`src/design/ffba_pkg.sv`:
```
package ffba_pkg;

  localparam logic [1:0] OP_ALLOC   = 2'd0;
  localparam logic [1:0] OP_FREE    = 2'd1;
  localparam logic [1:0] OP_REALLOC = 2'd2;
  localparam logic [1:0] OP_NONE    = 2'd3;

  localparam logic [1:0] ST_OK      = 2'd0;
  localparam logic [1:0] ST_NOSPACE = 2'd1;
  localparam logic [1:0] ST_NORUN   = 2'd2;

  localparam int QW = 17;

  typedef struct packed {
    logic [1:0]  op;
    logic [15:0] request_bytes;
    logic [6:0]  start_block;
  } req_t;

  typedef struct packed {
    logic [1:0] status;
    logic [6:0] run_start;
    logic       moved;
    logic [7:0] copy_blocks;
  } resp_t;

endpackage

```
`src/design/ffba_div.sv`:
```
module ffba_div #(
  parameter int BLOCK_BYTES = 100
) (
  input  logic                       clk,
  input  logic                       rst,
  input  logic                       start,
  input  logic [ffba_pkg::QW-1:0]    dividend,
  output logic                       done,
  output logic [ffba_pkg::QW-1:0]    quotient
);

  localparam int QW = ffba_pkg::QW;
  localparam int SH = QW + $clog2(BLOCK_BYTES);
  localparam int MW = QW + 1;
  localparam int PW = QW + MW;
  localparam longint unsigned RECIP =
    ((64'd1 << SH) + 64'(BLOCK_BYTES) - 64'd1) / 64'(BLOCK_BYTES);
  localparam logic [MW-1:0] RECIP_M = MW'(RECIP);

  logic          busy;
  logic [QW-1:0] dvd;
  logic [PW-1:0] prod;

  // rounded-up reciprocal with SH fraction bits is exact for any QW-bit dividend
  assign prod = PW'(dvd) * PW'(RECIP_M);

  always_ff @(posedge clk) begin
    if (rst) begin
      busy <= 1'b0;
      done <= 1'b0;
    end else begin
      done <= 1'b0;
      if (start) begin
        busy <= 1'b1;
        dvd  <= dividend;
      end else if (busy) begin
        busy     <= 1'b0;
        done     <= 1'b1;
        quotient <= QW'(prod >> SH);
      end
    end
  end

endmodule

```
`config.mk`:
```
export PLATFORM = sky130hd
export DESIGN_NAME = ffba_div
export DESIGN_NICKNAME = d
export VERILOG_FILES = /design/src/design/ffba_pkg.sv /design/src/design/ffba_div.sv
export SDC_FILE = /design/constraint.sdc
export NUM_CORES = 1
export LEC_CHECK = 0
export BUFFER_PORTS_ARGS = -buffer_cell sky130_fd_sc_hd__buf_2
export CAP_MARGIN = 20
export CORE_ASPECT_RATIO = 1.5
export CORE_UTILIZATION = 43
export DETAILED_ROUTE_END_ITERATION = 8
export PLACE_DENSITY = 0.62
export SYNTH_ARGS = -nofsm -noshare
export SYNTH_HDL_FRONTEND = slang
export SYNTH_SLANG_ARGS = --single-unit
```
`constraint.sdc`:
```
create_clock -name clk -period 15 [get_ports clk]
set_input_delay 3 -clock clk [delete_from_list [all_inputs] [get_ports clk]]
set_output_delay 3 -clock clk [all_outputs]
set_load 0.03 [all_outputs]
```
==> reports/qor.yml <==
layout:
  antenna_cells: 0
  final_nets: 969
  final_cell_mix: "inv_1, ha_1, fa_1"
  num-fill-cells: 1417
  final_common_cell: "inv_1"
  area_growth_pct: 8.07
  drive_gt1_frac: 0.0757
  final-seq-area_um2: 881
  multi_input_area_um2: 5060
clocking:
  cts-resized-gates: 0
  path_clk_slew_ns: 0.06
  tritoncts: "yes"
  cts_buffers: 5
  post_cts_buffers: 0
  clock-root-buffer: "clkbuf_16"
  cts_max_path_buffers: 2
  cts-htree-levels: 2
  hold_buffers: 0
  clock-sinks: 30
  clkLatencyLatePin_ns: 0.29
timing:
  worst_pin_slew_ns: 0.570
  setup_viol_count_final: 0
  drv_slew: 0
  fin_skew_ns: 0.00944
  max_slew_margin: 0.617
  finalSetupTns_ns: 0
  rsz0062_at_grt: "false"
  fin_crit_sh: 0.405
  post-route-min-period_ns: 6.07
  final-hold-violation-count: 0
  fmax_mhz: 165
logic_synthesis:
  synth_area_leaders: "fa_1, ha_1, edfxtp_1, inv_1, a21oi_1"
  synth_area_leader_cell: "fa_1"
  synth_cells: 663
  yosys_most_used_dff: "edfxtp_1"
  synth_seq_area_share: 0.131
  synth_edf_count: 28
  yosysTopAreaCellShare: 0.318
  synth_warnings: 0
  synth.distinct_cells: 55
  syn_area_per_cell_um2: 10.2
  synth_area_um2: 6740
  synth-seq-cells: 30
  synthArstFlopShare: 0
run_status:
  outcome: "finished clean"
floorplan:
  fp-row-count: 55
  die_area_um2: 16200
  core_area_um2: 15200
  ios: 38
  start_util: 0.443
  dieHeight_um: 155
  die_w_um: 104
place:
  io_buffer_count: 31
  place_hpwl_um: 14700
  gp_congestion: 0.976
global_routing:
  gr-usage-all-layers: 0.211
  antenna_found_initial: 0
  grt_pass1_vias: 5165
  grt-ovfl-total: 0
  grt_first_pass_wirelength_um: 25700
  grt_max_degree: 18
worst_setup_path:
  crit_chain: "inv_1, fa_1, fa_1, fa_1, inv_1, fa_1, fa_1, inv_1, fa_1, inv_1, ha_1, a21oi_4, o21ai_1, a2111oi_4, nand2_2, a311o_1, a311oi_1"
  timing.rr.end: "quotient[10]$_DFFE_PP_"
  crit_type: "register to register"
  required_ns: 15.08
  r2r_cells: 17
  cp_top_family: "adder cells"
  cp.arrival_ns: 6.16
  crit_path_max_incr_delay_ns: 0.56
  r2r_start: "dvd[6]$_DFFE_PP_"
  endpoint_kind: "register"
  start_kind: "register"
  crit_slowest_cell: "edfxtp_1"
  crit_path_frequent_cell: "fa_1"
  regToRegSetupSlack_ns: 8.93
  critPathBufInv: 4
  cp_max_fo: 8
detailed_routing:
  viasPerCell: 5.19
  drc: 0
  wl_per_cell_um: 18.0
  initialDrtViolationCount: 155
  via_count: 4666
  wirelength_um: 16100
  ant_nets: 0
  drt_first_pass_iters: 4
min_path:
  hold_class: "register to register"
  min_path_cells: 1
  whs_endpoint: "done$_SDFF_PP0_"
  hold_start: "busy$_SDFF_PP0_"
run:
  cap_violations: 0
[cell families (layout without fill, tap and decap cells)]
| kind of cell | count (synthesis) | after routing | share of synthesized area |
|---|---|---|---|
| AOI/OAI and AO/OA | 83 | 83 | 0.0872 |
| other | 1 | 6 | 0.000556 |
| DFF | 30 | 30 | 0.131 |
| and+or+nand+nor | 80 | 80 | 0.0638 |
| xor gates and xnor gates | 10 | 10 | 0.0130 |
| adders and majority gates | 250 | 250 | 0.583 |
| buffers and inverters | 209 | 241 | 0.122 |
[state kept, by name (all words and copies together) (netlist names)]
signal	cells
busy	1
quotient	11
done	1
dvd	17
[layer usage]
layer	GRT usage	part of all wire	vias up
met5	0	0	-
met4	0.111	0.050	0
met3	0.0101	0.015	30
met2	0.432	0.59	86
met1	0.211	0.35	2365
li1	-	-	2185
[per-stage QoR]
stage | hold WS [ns] | util | area (um2) | setup WS (ns) | cells
2_1_floorplan | 0.448 | - | 6760 | 9.41 | 668
3_5_place_dp | 0.477 | 0.467 | 7110 | 9.01 | 890
3_3_place_gp | 0.454 | 0.467 | 7110 | 9.06 | 890
4_1_cts | 0.485 | 0.478 | 7270 | 8.98 | 898
5_1_grt | 0.502 | 0.479 | 7290 | 8.73 | 899
6_report | 0.484 | 0.479 | 7290 | 8.93 | 899
[cell type report]
type                            count  area share
Clock buffer                        5      0.0172
Inverter                          200       0.103
Tap cell                          199      0.0342
Clock inverter                      3     0.00550
Multi-Input combinational cell    429       0.695
Sequential cell                    30       0.121
Timing Repair Buffer               33      0.0244
[cell usage after synthesis (2+ instances only)]
library cell,instances
inv_1,200
ha_1,143
fa_1,107
a21oi_1,28
edfxtp_1,28
nand2_1,21
nor2_1,14
a21o_1,10
o21ai_0,10
nand4_1,8
buf_4,7
xor2_1,6
nand3_1,5
nor2b_1,5
nor3_1,5
a211oi_1,4
and2_1,4
o211ai_1,4
xnor2_1,4
nor3b_1,3
o21a_1,3
o22ai_1,3
a211o_1,2
a311o_1,2
and3_1,2
dfxtp_1,2
nor3_2,2
o21bai_1,2
or2_2,2
or3_1,2
[worst max-delay path by stage]
stage	cells past startpoint	endpoint	start
final	17	quotient[10]$_DFFE_PP_	dvd[6]$_DFFE_PP_
after global routing	17	quotient[7]$_DFFE_PP_	dvd[6]$_DFFE_PP_
after floorplan	17	quotient[7]$_DFFE_PP_	dvd[6]$_DFFE_PP_
after global placement	17	quotient[10]$_DFFE_PP_	dvd[5]$_DFFE_PP_
after CTS	17	quotient[10]$_DFFE_PP_	dvd[6]$_DFFE_PP_
after detailed placement	17	quotient[10]$_DFFE_PP_	dvd[5]$_DFFE_PP_
Power is not shown: default switching activity piles up to over one toggle a cycle in this logic, so the estimate is an artifact.
