**config.mk**
```make
export PLATFORM = sky130hd
export DESIGN_NAME = ffba_cell
export DESIGN_NICKNAME = d
export VERILOG_FILES = /design/src/design/ffba_pkg.sv /design/src/design/ffba_cell.sv
export SDC_FILE = /design/constraint.sdc
export NUM_CORES = 1
export LEC_CHECK = 0
export ABC_AREA = 1
export BUFFER_PORTS_ARGS = -buffer_cell sky130_fd_sc_hd__buf_4
export CAP_MARGIN = 25
export CORE_ASPECT_RATIO = 0.9
export CORE_UTILIZATION = 41
export CTS_BUF_LIST = sky130_fd_sc_hd__clkbuf_16
export DETAILED_ROUTE_END_ITERATION = 7
export HOLD_SLACK_MARGIN = 0.05
export PLACE_DENSITY_LB_ADDON = 0.3
export SYNTH_ARGS = -nofsm -noshare
export SYNTH_HDL_FRONTEND = slang
export SYNTH_SLANG_ARGS = --single-unit
```
**constraint.sdc**
```tcl
create_clock -name clk -period 2.04 [get_ports clk]
set_clock_uncertainty 0.05 [all_clocks]
set_input_delay 0.204 -clock clk [delete_from_list [all_inputs] [get_ports clk]]
set_output_delay 0.204 -clock clk [all_outputs]
set_load 0.01 [all_outputs]
```
**src/design/ffba_pkg.sv**
```systemverilog
package ffba_pkg;

  localparam logic [1:0] OP_ALLOC   = 2'd0;
  localparam logic [1:0] OP_FREE    = 2'd1;
  localparam logic [1:0] OP_REALLOC = 2'd2;
  localparam logic [1:0] OP_NONE    = 2'd3;

  localparam logic [1:0] ST_OK      = 2'd0;
  localparam logic [1:0] ST_NOSPACE = 2'd1;
  localparam logic [1:0] ST_NORUN   = 2'd2;

  localparam int QW = 17;

  typedef struct packed {
    logic [1:0]  op;
    logic [15:0] request_bytes;
    logic [6:0]  start_block;
  } req_t;

  typedef struct packed {
    logic [1:0] status;
    logic [6:0] run_start;
    logic       moved;
    logic [7:0] copy_blocks;
  } resp_t;

endpackage

```
**src/design/ffba_cell.sv**
```systemverilog
module ffba_cell #(
  parameter int NUM_BLOCKS = 128,
  parameter int INDEX = 0,
  localparam int IW = $clog2(NUM_BLOCKS),
  localparam int LENW = $clog2(NUM_BLOCKS + 1),
  localparam int XW = ((LENW > 7) ? LENW : 7) + 1
) (
  input  logic                    clk,
  input  logic                    rst,
  input  logic [ffba_pkg::QW-1:0] need,
  input  logic [6:0]              start_block,
  input  logic                    cmd_mark,
  input  logic [IW-1:0]           cmd_mark_lo,
  input  logic [IW-1:0]           cmd_mark_hi,
  input  logic [LENW-1:0]         cmd_mark_len,
  input  logic                    cmd_clr,
  input  logic [XW-1:0]           cmd_clr_lo,
  input  logic [XW-1:0]           cmd_clr_hi,
  input  logic                    in_active,
  input  logic                    in_found,
  input  logic [LENW-1:0]         in_cnt,
  input  logic [IW-1:0]           in_beg,
  input  logic [IW-1:0]           in_last,
  input  logic [LENW-1:0]         in_len,
  output logic                    out_active,
  output logic                    out_found,
  output logic [LENW-1:0]         out_cnt,
  output logic [IW-1:0]           out_beg,
  output logic [IW-1:0]           out_last,
  output logic [LENW-1:0]         out_len
);

  localparam logic [IW-1:0] MY_IDX = IW'(INDEX);
  localparam logic [XW-1:0] MY_XIDX = XW'(INDEX);

  logic            busy;
  logic [LENW-1:0] run_len;

  logic            found_next;
  logic [LENW-1:0] cnt_next;
  logic [LENW-1:0] cnt_inc;
  logic [IW-1:0]   beg_next;
  logic [IW-1:0]   last_next;
  logic            in_mark;
  logic            in_clr;

  assign cnt_inc = in_cnt + 1'b1;
  assign in_mark = cmd_mark && (MY_IDX >= cmd_mark_lo) && (MY_IDX <= cmd_mark_hi);
  assign in_clr  = cmd_clr && (MY_XIDX >= cmd_clr_lo) && (MY_XIDX < cmd_clr_hi);

  always_comb begin
    found_next = in_found;
    cnt_next   = in_cnt;
    beg_next   = in_beg;
    last_next  = in_last;
    if (!in_found) begin
      if (busy) begin
        cnt_next = '0;
      end else begin
        if (in_cnt == '0) begin
          beg_next = MY_IDX;
        end
        cnt_next = cnt_inc;
        if (ffba_pkg::QW'(cnt_inc) >= need) begin
          found_next = 1'b1;
          last_next  = MY_IDX;
        end
      end
    end
  end

  always_ff @(posedge clk) begin
    if (rst) begin
      out_active <= 1'b0;
      busy       <= 1'b0;
      run_len    <= '0;
    end else begin
      out_active <= in_active;
      if (in_mark) begin
        busy <= 1'b1;
      end else if (in_clr) begin
        busy <= 1'b0;
      end
      if (cmd_mark && (MY_IDX == cmd_mark_lo)) begin
        run_len <= cmd_mark_len;
      end else if (cmd_clr && (MY_XIDX == cmd_clr_lo)) begin
        run_len <= '0;
      end
    end
  end

  always_ff @(posedge clk) begin
    out_found <= found_next;
    out_cnt   <= cnt_next;
    out_beg   <= beg_next;
    out_last  <= last_next;
    out_len   <= (MY_XIDX == XW'(start_block)) ? run_len : in_len;
  end

endmodule

```
==> results summary, run 1 <==
The clock sink total came out at 41. The final critical-path share of the clock period is 88.0%. Along the worst path, the maximum fanout reaches 8. The clock latency on the worst-skew pair came out at 0.27 ns. The cell area after synthesis is 1920 um2. Once the floorplan was initialized, standard cells occupied 42.8% of the core. The violation count after the first detailed-route iteration came out at 113. The unique cell type count in the Yosys netlist came out at 21. The area growth from synthesis to layout is 60.8%. In the layout the commonest cells are 129 x sky130_fd_sc_hd__buf_4, 60 x sky130_fd_sc_hd__inv_1, 41 x sky130_fd_sc_hd__dfxtp_1, 40 x sky130_fd_sc_hd__nand2_1, 30 x sky130_fd_sc_hd__nor2_1.

In this run the worst hold path is classified as primary input to register. The critical path data arrival time is 1.90 ns. The highest attainable clock frequency is 0.557 GHz. The number of setup buffers added after CTS is 0. Summing the areas of all compound-gate instances in the mapped netlist gives 9.32% of the synthesized area. The cell count after synthesis is 263.

For this design the top-level I/O count stands at 132. The parity-gate share of the synthesized area counting xor and xnor cells came out at 1.82%. After floorplanning, the core was divided into 23 placement rows.

The portion of the post-synthesis area used by sequential elements came out at 42.7%. The setup-violating endpoint count in the final report came out at 0. The number of antenna cells inserted is 0. The arithmetic-cell share of the synthesized area counting full adders, half adders and majority gates is 6.51%.

Using the TritonRoute via totals, the vias-per-cell ratio works out to 4.44. The leakage power is 1.65 nW. STA classifies the critical path startpoint as a primary input. The cell total after placement is 451. The largest vdd supply drop came out at 411 uV. The clock transition time at the flip-flop clock pins of the worst setup and hold paths came out at 0.06 ns. The sum of negative setup slack came out at 0 ns. After detailed routing, the total wire length is 4880 um. The TritonCTS clock tree is done. The via count of the routed design is 2040. After legalization and detailed placement, the total HPWL measured 3930 um.

Measured along the y axis, the die boundary spans 66.9 um. The floorplan step defined a core boundary enclosing 4490 um2. In the final layout, the share of cells above drive strength 1 is 36.8%. The number of warning messages in the yosys log came out at 0. The most common library cell in the layout ignoring fill and taps is sky130_fd_sc_hd__buf_4. The final global-route overflow total is 0. Global routing used 19.3% of the available tracks. After synthesis, the largest family of logic cells by area is simple AND/OR/NAND/NOR gates. The power density of the placed cells came out at 639 nW/um2. STA classifies the critical path endpoint as a register. The overall die area came out at 4960 um2. The total of flip-flops plus latches after synthesis came out at 41. The shortest clock period the worst path allows after layout is 1.79 ns. The hold violation count in the final report came out at 0. The congestion estimate from routability-driven global placement came to 0.808. The basic-gate share of the synthesized area counting and, or, nand and nor cells came out at 26.5%.

The first global-routing pass estimated 7210 um of wire. The path type of the worst setup path is primary input to register. In the routed design, unresolved DRC markers number 0.

Clock tree synthesis inserted a total of 5 buffers. The initial antenna violation count came out at 0. The number of filler cells placed in the layout came out at 407.

The routed wire length per instance came out at 10.6 um. The buffer depth of the longest clock path is 2. The number of detailed-route iterations in the first pass came out at 5. The width of the die is 74.1 um. The largest net degree at the start of global routing came out at 17. The actual slew at the worst max-slew pin came out at 0.653 ns. The portion of synthesized area spent on multiplexers is 0%.

The layout net count is 506. The tool flagged a number of max-cap violations equal to 0. The number of global-route vias before repair was 1779. The synthesized area per cell is 7.30 um2. The number of antenna-violating nets in the routed design is 0.

The data required time of the critical path is 2.15 ns. The number of I/O port buffers came out at 124. The number of nets produced by synthesis came out at 373. The worst pin sits at a relative slew slack of 56.2%. The count of final max-slew check failures came to 0. In this run the clock root is driven by a sky130_fd_sc_hd__clkbuf_16. The finished layout holds 459 standard cells, fillers aside. Setup repair after global routing left no endpoint under its margin.

The maximum level of the CTS H-tree is 2. The run finished with clean final reports.
==> cells by family after synthesis <==
kind of cell | count (synthesis)
compound gates | 34
xor+xnor | 4
simple gates | 110
fa+ha+maj | 10
buf+inv | 64
flops | 41
==> state kept, by name (all words and copies together) (netlist names) <==
signal      flops
out_cnt         8
out_len         8
run_len         8
out_beg         7
out_last        7
busy            1
out_active      1
out_found       1
==> power by group <==
part	total (mW)	switching [mW]	leakage, nW	internal (mW)
sequential	0.852	0.0105	0.342	0.841
combinational	0.375	0.159	1.23	0.216
clock	0.748	0.300	0.0696	0.448
total	1.97	0.469	1.65	1.51
==> timing repair <==
item                                    in CTS  in global routing
hold buffers                                 0                  0
endpoints found under the setup margin       0                  3
resized for setup                            0                  1
==> final cells by class <==
| class | instances | area [um2] | area share [%] |
|---|---|---|---|
| timing repair buffer | 129 | 968 | 31.3 |
| multi-input combinational | 158 | 851 | 27.5 |
| inverter | 61 | 229 | 7.41 |
| tap | 62 | 77.6 | 2.51 |
| sequential | 41 | 821 | 26.6 |
| clock inverter | 3 | 17.5 | 0.567 |
| clock buffer | 5 | 125 | 4.05 |
==> critical path: stages <==
cell and delay (ns):
sky130_fd_sc_hd__buf_4 0.11, sky130_fd_sc_hd__ha_1 0.21, sky130_fd_sc_hd__nand3_1 0.12, sky130_fd_sc_hd__nor2_1 0.05, sky130_fd_sc_hd__nand2_1 0.07, sky130_fd_sc_hd__xor2_1 0.18, sky130_fd_sc_hd__inv_1 0.06, sky130_fd_sc_hd__ha_1 0.28
sky130_fd_sc_hd__nand2_1 0.06, sky130_fd_sc_hd__nand2_1 0.05, sky130_fd_sc_hd__nand2_1 0.04, sky130_fd_sc_hd__o21ai_0 0.07, sky130_fd_sc_hd__nor2_1 0.13, sky130_fd_sc_hd__nand2_2 0.13, sky130_fd_sc_hd__nand2_1 0.08, sky130_fd_sc_hd__nand2_1 0.04
==> synthesized netlist by cell type <==
library cell               instances  share of area (%)
sky130_fd_sc_hd__buf_4             1               0.39
sky130_fd_sc_hd__inv_2             1               0.20
sky130_fd_sc_hd__o21ai_0          12                3.1
sky130_fd_sc_hd__o21ai_2           1               0.46
sky130_fd_sc_hd__dfxtp_1          41                 43
sky130_fd_sc_hd__inv_1            60                 12
sky130_fd_sc_hd__xor2_1            4                1.8
sky130_fd_sc_hd__nor4_4            2                2.2
sky130_fd_sc_hd__nor2_2            2               0.65
sky130_fd_sc_hd__a21oi_1          17                4.4
sky130_fd_sc_hd__nor3_2            1               0.52
sky130_fd_sc_hd__nor2_4            1               0.59
sky130_fd_sc_hd__nand2_1          41                8.0
sky130_fd_sc_hd__o22ai_1           4                1.3
sky130_fd_sc_hd__nor2_1           30                5.9
sky130_fd_sc_hd__nor3_1            3               0.78
sky130_fd_sc_hd__and2_1            1               0.33
sky130_fd_sc_hd__buf_6             1               0.59
sky130_fd_sc_hd__nand3_1          29                7.6
sky130_fd_sc_hd__clkbuf_1          1               0.20
sky130_fd_sc_hd__ha_1             10                6.5
==> path summary, 6_finish.rpt <==
check	depth (start not counted)	startpoint	slack (ns)	endpoint
worst min register to register	2	run_len[7]	0.42	out_len[7]
worst max register to register	4	busy	0.74	out_beg[5]
worst max-delay path	16	in_cnt[0]	0.25	out_found
worst min-delay path	3	in_active	0.08	out_active
==> layer usage <==
layer | track usage (%) | vias to the layer above | part of all wire [%]
met4 | 7.21 | 0 | 1.4
met1 | 21.7 | 862 | 41
met2 | 34.7 | 92 | 49
met5 | 0 | - | 0
met3 | 4.99 | 8 | 8.1
li1 | - | 1078 | -
==> metrics by stage <==
| stage | instance area, um2 | utilization [%] | hold slack, ns | worst slack [ns] | power [mW] |
|---|---|---|---|---|---|
| after floorplan | 1920 | - | 0.261 | 0.168 | 1.01 |
| after global placement | 2940 | 65.6 | 0.353 | -0.0702 | 1.23 |
| after detailed placement | 2940 | 65.6 | 0.363 | -0.0927 | 1.24 |
| after CTS | 3090 | 68.8 | 0.0775 | 0.190 | 1.99 |
| after global routing | 3090 | 68.8 | 0.0986 | 0.0628 | 2.07 |
| final | 3090 | 68.8 | 0.0817 | 0.245 | 1.97 |
Power figures use the tool's default switching activity.
==> run 2: changes to the inputs <==
- SETUP_SLACK_MARGIN: default -> 0.3
==> results summary, run 2 (synthesis gave the netlist of run 1 again) <==
The data required time of the critical path came out at 2.14 ns (about the same). The critical path's largest stage delay came out at 0.29 ns (about the same). The pre-CTS setup slack is 0.00165 ns (+0.0944 ns). The wire length on met3 is 442 um (+12%). The number of buffers added by the clock tree synthesis step came to 5 (unchanged).

The number of filler cells placed in the layout is 389 (-4.4%). The floorplan die height is 66.9 um (unchanged). Among all stages on the critical path, the largest delay is contributed by sky130_fd_sc_hd__ha_4.

The area of the core region came out at 4490 um2 (unchanged). The family with the most delay on the worst path is simple AND/OR/NAND/NOR gates. The number of top-level pins came out at 132 (unchanged). The final estimated routing congestion in global placement came to 0.819 (+1.5%). The maximum level of the CTS H-tree came out at 2 (unchanged).

The initial standard-cell utilization of the core came out at 42.8% (unchanged). The proportion of layout cells with a drive suffix above 1 came out at 41.9% (+5.1 points). The signed area change from the synthesized netlist to the final layout is 69.5%.

The detailed-placement wirelength estimate is 3960 um (+0.58%). The shortest clock period the worst path allows after layout came out at 1.75 ns (-0.0445 ns). The final global-route overflow total came out at 0 (unchanged). The final total power came out at 2.25 mW (+14%).

The count of final max-slew check failures was 0 (unchanged). Setup repair after global routing could not meet its margin everywhere. The width of the die came out at 74.1 um (unchanged). The detailed router used layers up to and including met4. Counting stages on the worst path, the most repeated cell is sky130_fd_sc_hd__nor2_2.

The initial antenna violation count came to 0 (unchanged). The number of global-route vias before repair is 1811 (+1.8%). The layout net count was 505 (-0.20%). The maximum fanout encountered on the critical timing path came out at 8 (unchanged). The total global-route track usage came out at 20.0% (+0.65 points). The power density of the placed cells is 692 nW/um2 (+8.3%). The actual slew at the worst max-slew pin came to 0.620 ns (-0.0325 ns).

The routed wire length per instance is 11.3 um (+6.5%). The beginning of the worst register-to-register path is busy. In the layout the commonest cells are 126 x sky130_fd_sc_hd__buf_4, 59 x sky130_fd_sc_hd__inv_1, 41 x sky130_fd_sc_hd__dfxtp_1, 38 x sky130_fd_sc_hd__nand2_1, 26 x sky130_fd_sc_hd__nand3_1. The highest attainable clock frequency came to 0.571 GHz (+2.5%). The clock transition time at the flip-flop clock pins of the worst setup and hold paths is 0.06 ns (about the same). The clock latency on the worst-skew pair came out at 0.28 ns (about the same). The met2 layer wire length in the routed design came out at 2670 um (+11%). The number of detailed-route iterations in the first pass was 4 (-1). The flow ran to the end, and the final reports show no timing, DRC or antenna violations. The sum of negative setup slack came out at 0 ns (unchanged). The cell depth of the worst hold path came out at 3 (unchanged). The final critical-path share of the clock period is 85.8% (-2.2 points). The number of max-cap violations is 0 (unchanged). The worst hold path begins at in_active. The number of antenna cells inserted is 0 (unchanged).

The number of buffer and inverter instances along the worst setup path is 3 (+1). The setup-violating endpoint count in the final report came out at 0 (unchanged). The worst setup path is captured at a register.

The critical path data arrival time came to 1.85 ns (-0.05 ns). The signal on the critical path passes through buf_8 > ha_4 > nand3_4 > nor2_2 > nand2_1 > xor2_1 > inv_1 > ha_4 > nand2_4 > inv_2 > nand3_2 > nor2_2 > nor2_2 > nand2_4 > a21oi_2. The number of I/O port buffers is 124 (unchanged). The largest vdd supply drop is 451 uV (+9.6%). The cell total after placement came out at 448 (-0.67%).

The buffer depth of the longest clock path came out at 2 (unchanged). The library cell used most frequently in the layout, excluding fill and tap cells, is sky130_fd_sc_hd__buf_4. The wire length on met1 came to 2030 um (+0.94%). The reg2reg setup slack came to 0.68 ns (-0.06 ns). The summed area of non-filler cells in the final layout is 3260 um2 (+5.4%). The remaining design rule violation count came out at 0 (unchanged). The overall die area is 4960 um2 (unchanged). The max-slew headroom at the worst pin was 58.4% (+2.2 points).

The final worst slack is 0.290 ns (+0.0445 ns). The hold violation count in the final report was 0 (unchanged). The violation count after the first detailed-route iteration is 61 (-46%). The standard-cell row count is 23 (unchanged). The depth of the worst register-to-register path came out at 4 (unchanged).

The via count of the routed design is 2077 (+1.8%). The worst hold endpoint is out_active. STA classifies the critical path startpoint as a primary input. TritonCTS built the clock tree. The largest registers in the layout are out_cnt (8), out_len (8), run_len (8). The clock sink total is 41 (unchanged). The number of antenna-violating nets in the routed design is 0 (unchanged).

The root buffer cell chosen for the clock tree is sky130_fd_sc_hd__clkbuf_16. The wire length after detailed routing was 5190 um (+6.3%). The total cell area at the placement stage came out at 2940 um2 (about the same). The critical path is of the primary input to register type. The number of vias per cell after detailed routing came to 4.53 (+2.0%). The first-pass GRT wire length is 7530 um (+4.4%). The leakage power came out at 1.68 nW (+2.0%). In this run the worst setup path begins at in_cnt[1].

The final cell count without fillers came out at 458 (-0.22%). The worst register-to-register path ends at out_last[5]. The worst min-delay path class is primary input to register.

The largest net degree at the start of global routing was 17 (unchanged).
[run 2: changes by cell type in the layout (fill, tap and decap cells not counted), sizes merged]
cell | before | now
buf | 129 | 128
clkinvlp | 1 | 0
bufinv | 0 | 2
clkinv | 2 | 1
[run 2: report_power, final]
group / switching (mW) / leakage (nW) / internal [mW]
logic: 0.178 / 1.24 / 0.228
registers: 0.0107 / 0.342 / 0.841
clock network: 0.297 / 0.0938 / 0.698
total: 0.486 / 1.68 / 1.77
[run 2: cell type report]
class | count | area [um2] | area share, %
inverter | 61 | 229 | 7.03
tap | 62 | 77.6 | 2.38
clock inverter | 3 | 65.1 | 2.00
timing repair buffer | 128 | 972 | 29.9
sequential | 41 | 821 | 25.2
multi-input combinational | 158 | 966 | 29.7
clock buffer | 5 | 125 | 3.84
[run 2: per-layer routing]
layer,track usage [%],vias to the layer above
met5,0,-
met4,7.69,0
met3,5.75,7
met2,36.5,83
met1,21.4,909
li1,-,1078
[run 2: stage by stage]
stage	utilization [%]	hold WS (ns)
global route	72.5	0.0882
detailed placement	65.5	0.366
floorplan	-	0.261
finish	72.5	0.0781
global placement	65.5	0.357
CTS	69.8	0.0784
[run 2: worst max path at each step]
stage                             end  slack [ns]  cells past startpoint
after floorplan             out_found        0.25                     15
after global placement      out_found        0.04                     16
after detailed placement    out_found       0.002                     16
after CTS                   out_found        0.30                     16
after global routing        out_found        0.18                     16
final                     out_last[5]        0.29                     15
[run 2: worst reg2reg max path: stages, from the launching register on]
cell and delay (ns):
sky130_fd_sc_hd__dfxtp_1 0.34, sky130_fd_sc_hd__nor2_4 0.19, sky130_fd_sc_hd__nand3_1 0.12, sky130_fd_sc_hd__nor2_2 0.41
sky130_fd_sc_hd__a21oi_2 0.11
[run 2: timing repair]
action | CTS | global route
gates resized for setup | 0 | 27
hold buffers | 0 | 0
setup endpoints to repair | 3 | 8
pin swaps | 1 | 16
buffers inserted | 0 | 2
==> run 3: changes to the inputs <==
- CORE_UTILIZATION: 41 -> 30
==> results summary, run 3 (synthesis gave the netlist of run 1 again) <==
The clock latency on the worst-skew pair was 0.28 ns (about the same). The hold buffer count at cts came out at 0 (unchanged). The final global-route overflow total came to 0 (unchanged). The standard-cell row count is 27 (+17%). In this run the critical register-to-register path is launched from busy.

The number of filler cells placed in the layout is 596 (+53%). The setup-violating endpoint count in the final report came out at 0 (unchanged). The initial antenna violation count is 0 (unchanged). The kind of end point of the critical path is a register.

The number of antenna-violating nets in the routed design came out at 0 (unchanged). Setup repair after global routing could not meet its margin everywhere. In this run the worst hold path is classified as primary input to register.

The overall die area is 6730 um2 (+36%). The number of buffer and inverter instances along the worst setup path is 3 (unchanged). In this run the worst setup path begins at in_cnt[1]. The TritonCTS clock tree is done.

The number of top-level pins came out at 132 (unchanged). The setup path with the least slack is of type primary input to register. Leaving out fill and tap cells, the most frequent cell in the layout is sky130_fd_sc_hd__buf_4.

The layout net count came to 504 (-0.20%). In this run the clock root is driven by a sky130_fd_sc_hd__clkbuf_16. The count of final max-slew check failures came out at 0 (unchanged).

Walking the worst path, the cells encountered are buf_8 > ha_4 > nand3_4 > nor2_2 > nand2_1 > xor2_1 > inv_1 > ha_4 > nand2_4 > inv_2 > nand3_2 > nor2_2 > nor2_2 > nand2_4 > a21oi_2. The worst hold path begins at in_active. In the final layout, the registers with the most flip-flops are out_cnt (8), out_len (8), run_len (8).

The final standard cell utilization of the core is 53.1% (-19 points). STA classifies the critical path startpoint as a primary input. The most repeated library cell on the critical path is sky130_fd_sc_hd__nor2_2. The floorplan die height came out at 77.9 um (+16%). The number of I/O port buffers is 124 (unchanged). The sum of negative setup slack is 0 ns (unchanged). The routed wire length per instance came out at 10.9 um (-4.2%).

The violation count after the first detailed-route iteration came to 62 (+1.6%). The number of max-cap violations was 0 (unchanged). The clock transition time at the flip-flop clock pins of the worst setup and hold paths is 0.06 ns (about the same). The number of vias per cell after detailed routing is 4.29 (-5.4%). On the critical path the largest part of the delay comes from simple AND/OR/NAND/NOR gates. The maximum fanout encountered on the critical timing path came to 8 (unchanged). The proportion of layout cells with a drive suffix above 1 is 41.3% (-0.65 points). In the layout the commonest cells are 125 x sky130_fd_sc_hd__buf_4, 59 x sky130_fd_sc_hd__inv_1, 41 x sky130_fd_sc_hd__dfxtp_1, 39 x sky130_fd_sc_hd__nand2_1, 26 x sky130_fd_sc_hd__nand3_1. The highest attainable clock frequency came to 0.587 GHz (+2.7%). The area of the core region came out at 6150 um2 (+37%). The power density of the placed cells was 702 nW/um2 (+1.4%).

The critical path's largest stage delay is 0.29 ns (about the same). The critical path data arrival time is 1.81 ns (-0.04 ns). The final critical-path share of the clock period was 83.5% (-2.3 points). The final estimated routing congestion in global placement was 0.840 (+2.5%). The via count of the routed design is 2067 (-0.48%).

The hold violation count in the final report is 0 (unchanged). The slowest stage of the critical path belongs to the cell sky130_fd_sc_hd__ha_4. The leakage power is 1.67 nW (-0.50%).

The detailed-placement wirelength estimate came out at 3950 um (-0.12%). The buffer depth of the longest clock path came out at 2 (unchanged). The data required time of the critical path is 2.14 ns (about the same). The number of antenna cells inserted is 0 (unchanged).

The number of buffers added by the clock tree synthesis step is 5 (unchanged). The remaining design rule violation count came to 0 (unchanged). The actual slew at the worst max-slew pin is 0.677 ns (+0.0568 ns). The max-slew headroom at the worst pin was 54.5% (-3.8 points). The clock sink total came out at 41 (unchanged). The total global-route track usage came to 14.9% (-5.1 points). The maximum level of the CTS H-tree came out at 2 (unchanged). The width of the die is 86.3 um (+16%). The initial standard-cell utilization of the core is 31.2% (-12 points).

The run finished with clean final reports. The signed area change from the synthesized netlist to the final layout is 70.1%. The first-pass GRT wire length is 7810 um (+3.8%). The wire length after detailed routing came out at 5230 um (+0.77%). The largest net degree at the start of global routing is 17 (unchanged). The number of detailed-route iterations in the first pass is 4 (unchanged).

The shortest clock period the worst path allows after layout was 1.70 ns (-0.0464 ns). The largest vdd supply drop came to 446 uV (-1.0%). The number of global-route vias before repair came out at 1806 (-0.28%).
-- run 3: cell count changes in the layout (fill, tap and decap cells not counted), sizes merged --
cell	change
buf	-1
clkinv	-1
inv	+1
-- run 3: timing repair --
| action | 4_1_cts | 5_1_grt |
|---|---|---|
| setup buffers | 0 | 1 |
| setup endpoints to repair | 0 | 8 |
| hold endpoints to repair | 0 | 0 |
| gates resized for setup | 0 | 24 |
-- run 3: report_power, final --
part           leakage [nW]  switching, mW  internal (mW)  total [mW]
Sequential            0.342         0.0103          0.841       0.851
Combinational          1.23          0.177          0.226       0.403
Clock                0.0944          0.332          0.706        1.04
Total                  1.67          0.520           1.77        2.29
-- run 3: metrics by stage --
step                hold slack [ns]  cells  instance area [um2]  setup slack [ns]  power, mW
detailed placement            0.369    473                 2970            0.0154       1.24
finish                       0.0788    482                 3270             0.336       2.29
CTS                          0.0758    481                 3170             0.310       2.30
floorplan                     0.261    263                 1940             0.248       1.01
global placement              0.361    473                 2970            0.0218       1.24
global route                 0.0794    482                 3270             0.184       2.40
-- run 3: path summary, 6_finish.rpt --
kind	cells past startpoint	endpoint	slack (ns)
worst max-delay path	15	out_last[1]	0.34
worst min-delay path	3	out_active	0.08
worst max register to register	4	out_last[2]	0.71
worst min register to register	2	out_len[1]	0.41
-- run 3: worst reg2reg max path, cell delays in order (launching register included) --
cell and delay, ns:
sky130_fd_sc_hd__dfxtp_1 0.34, sky130_fd_sc_hd__nor2_4 0.20, sky130_fd_sc_hd__nand3_1 0.11, sky130_fd_sc_hd__nor2_2 0.40, sky130_fd_sc_hd__a21oi_2 0.10
-- run 3: final cells by class --
class	count	area (um2)	area share, %
inverter	61	229	7.01
clock inverter	3	68.8	2.11
multi-input combinational	158	950	29.1
clock buffer	5	125	3.83
tap	87	109	3.33
timing repair buffer	127	965	29.5
sequential	41	821	25.1
-- run 3: routing by layer --
layer,GRT usage [%],vias to the layer above,part of all wire (%)
met3,5.11,4,7.2
met4,4.50,0,1.2
met1,17.4,913,42
li1,-,1078,-
met5,0,-,0
met2,25.5,72,49
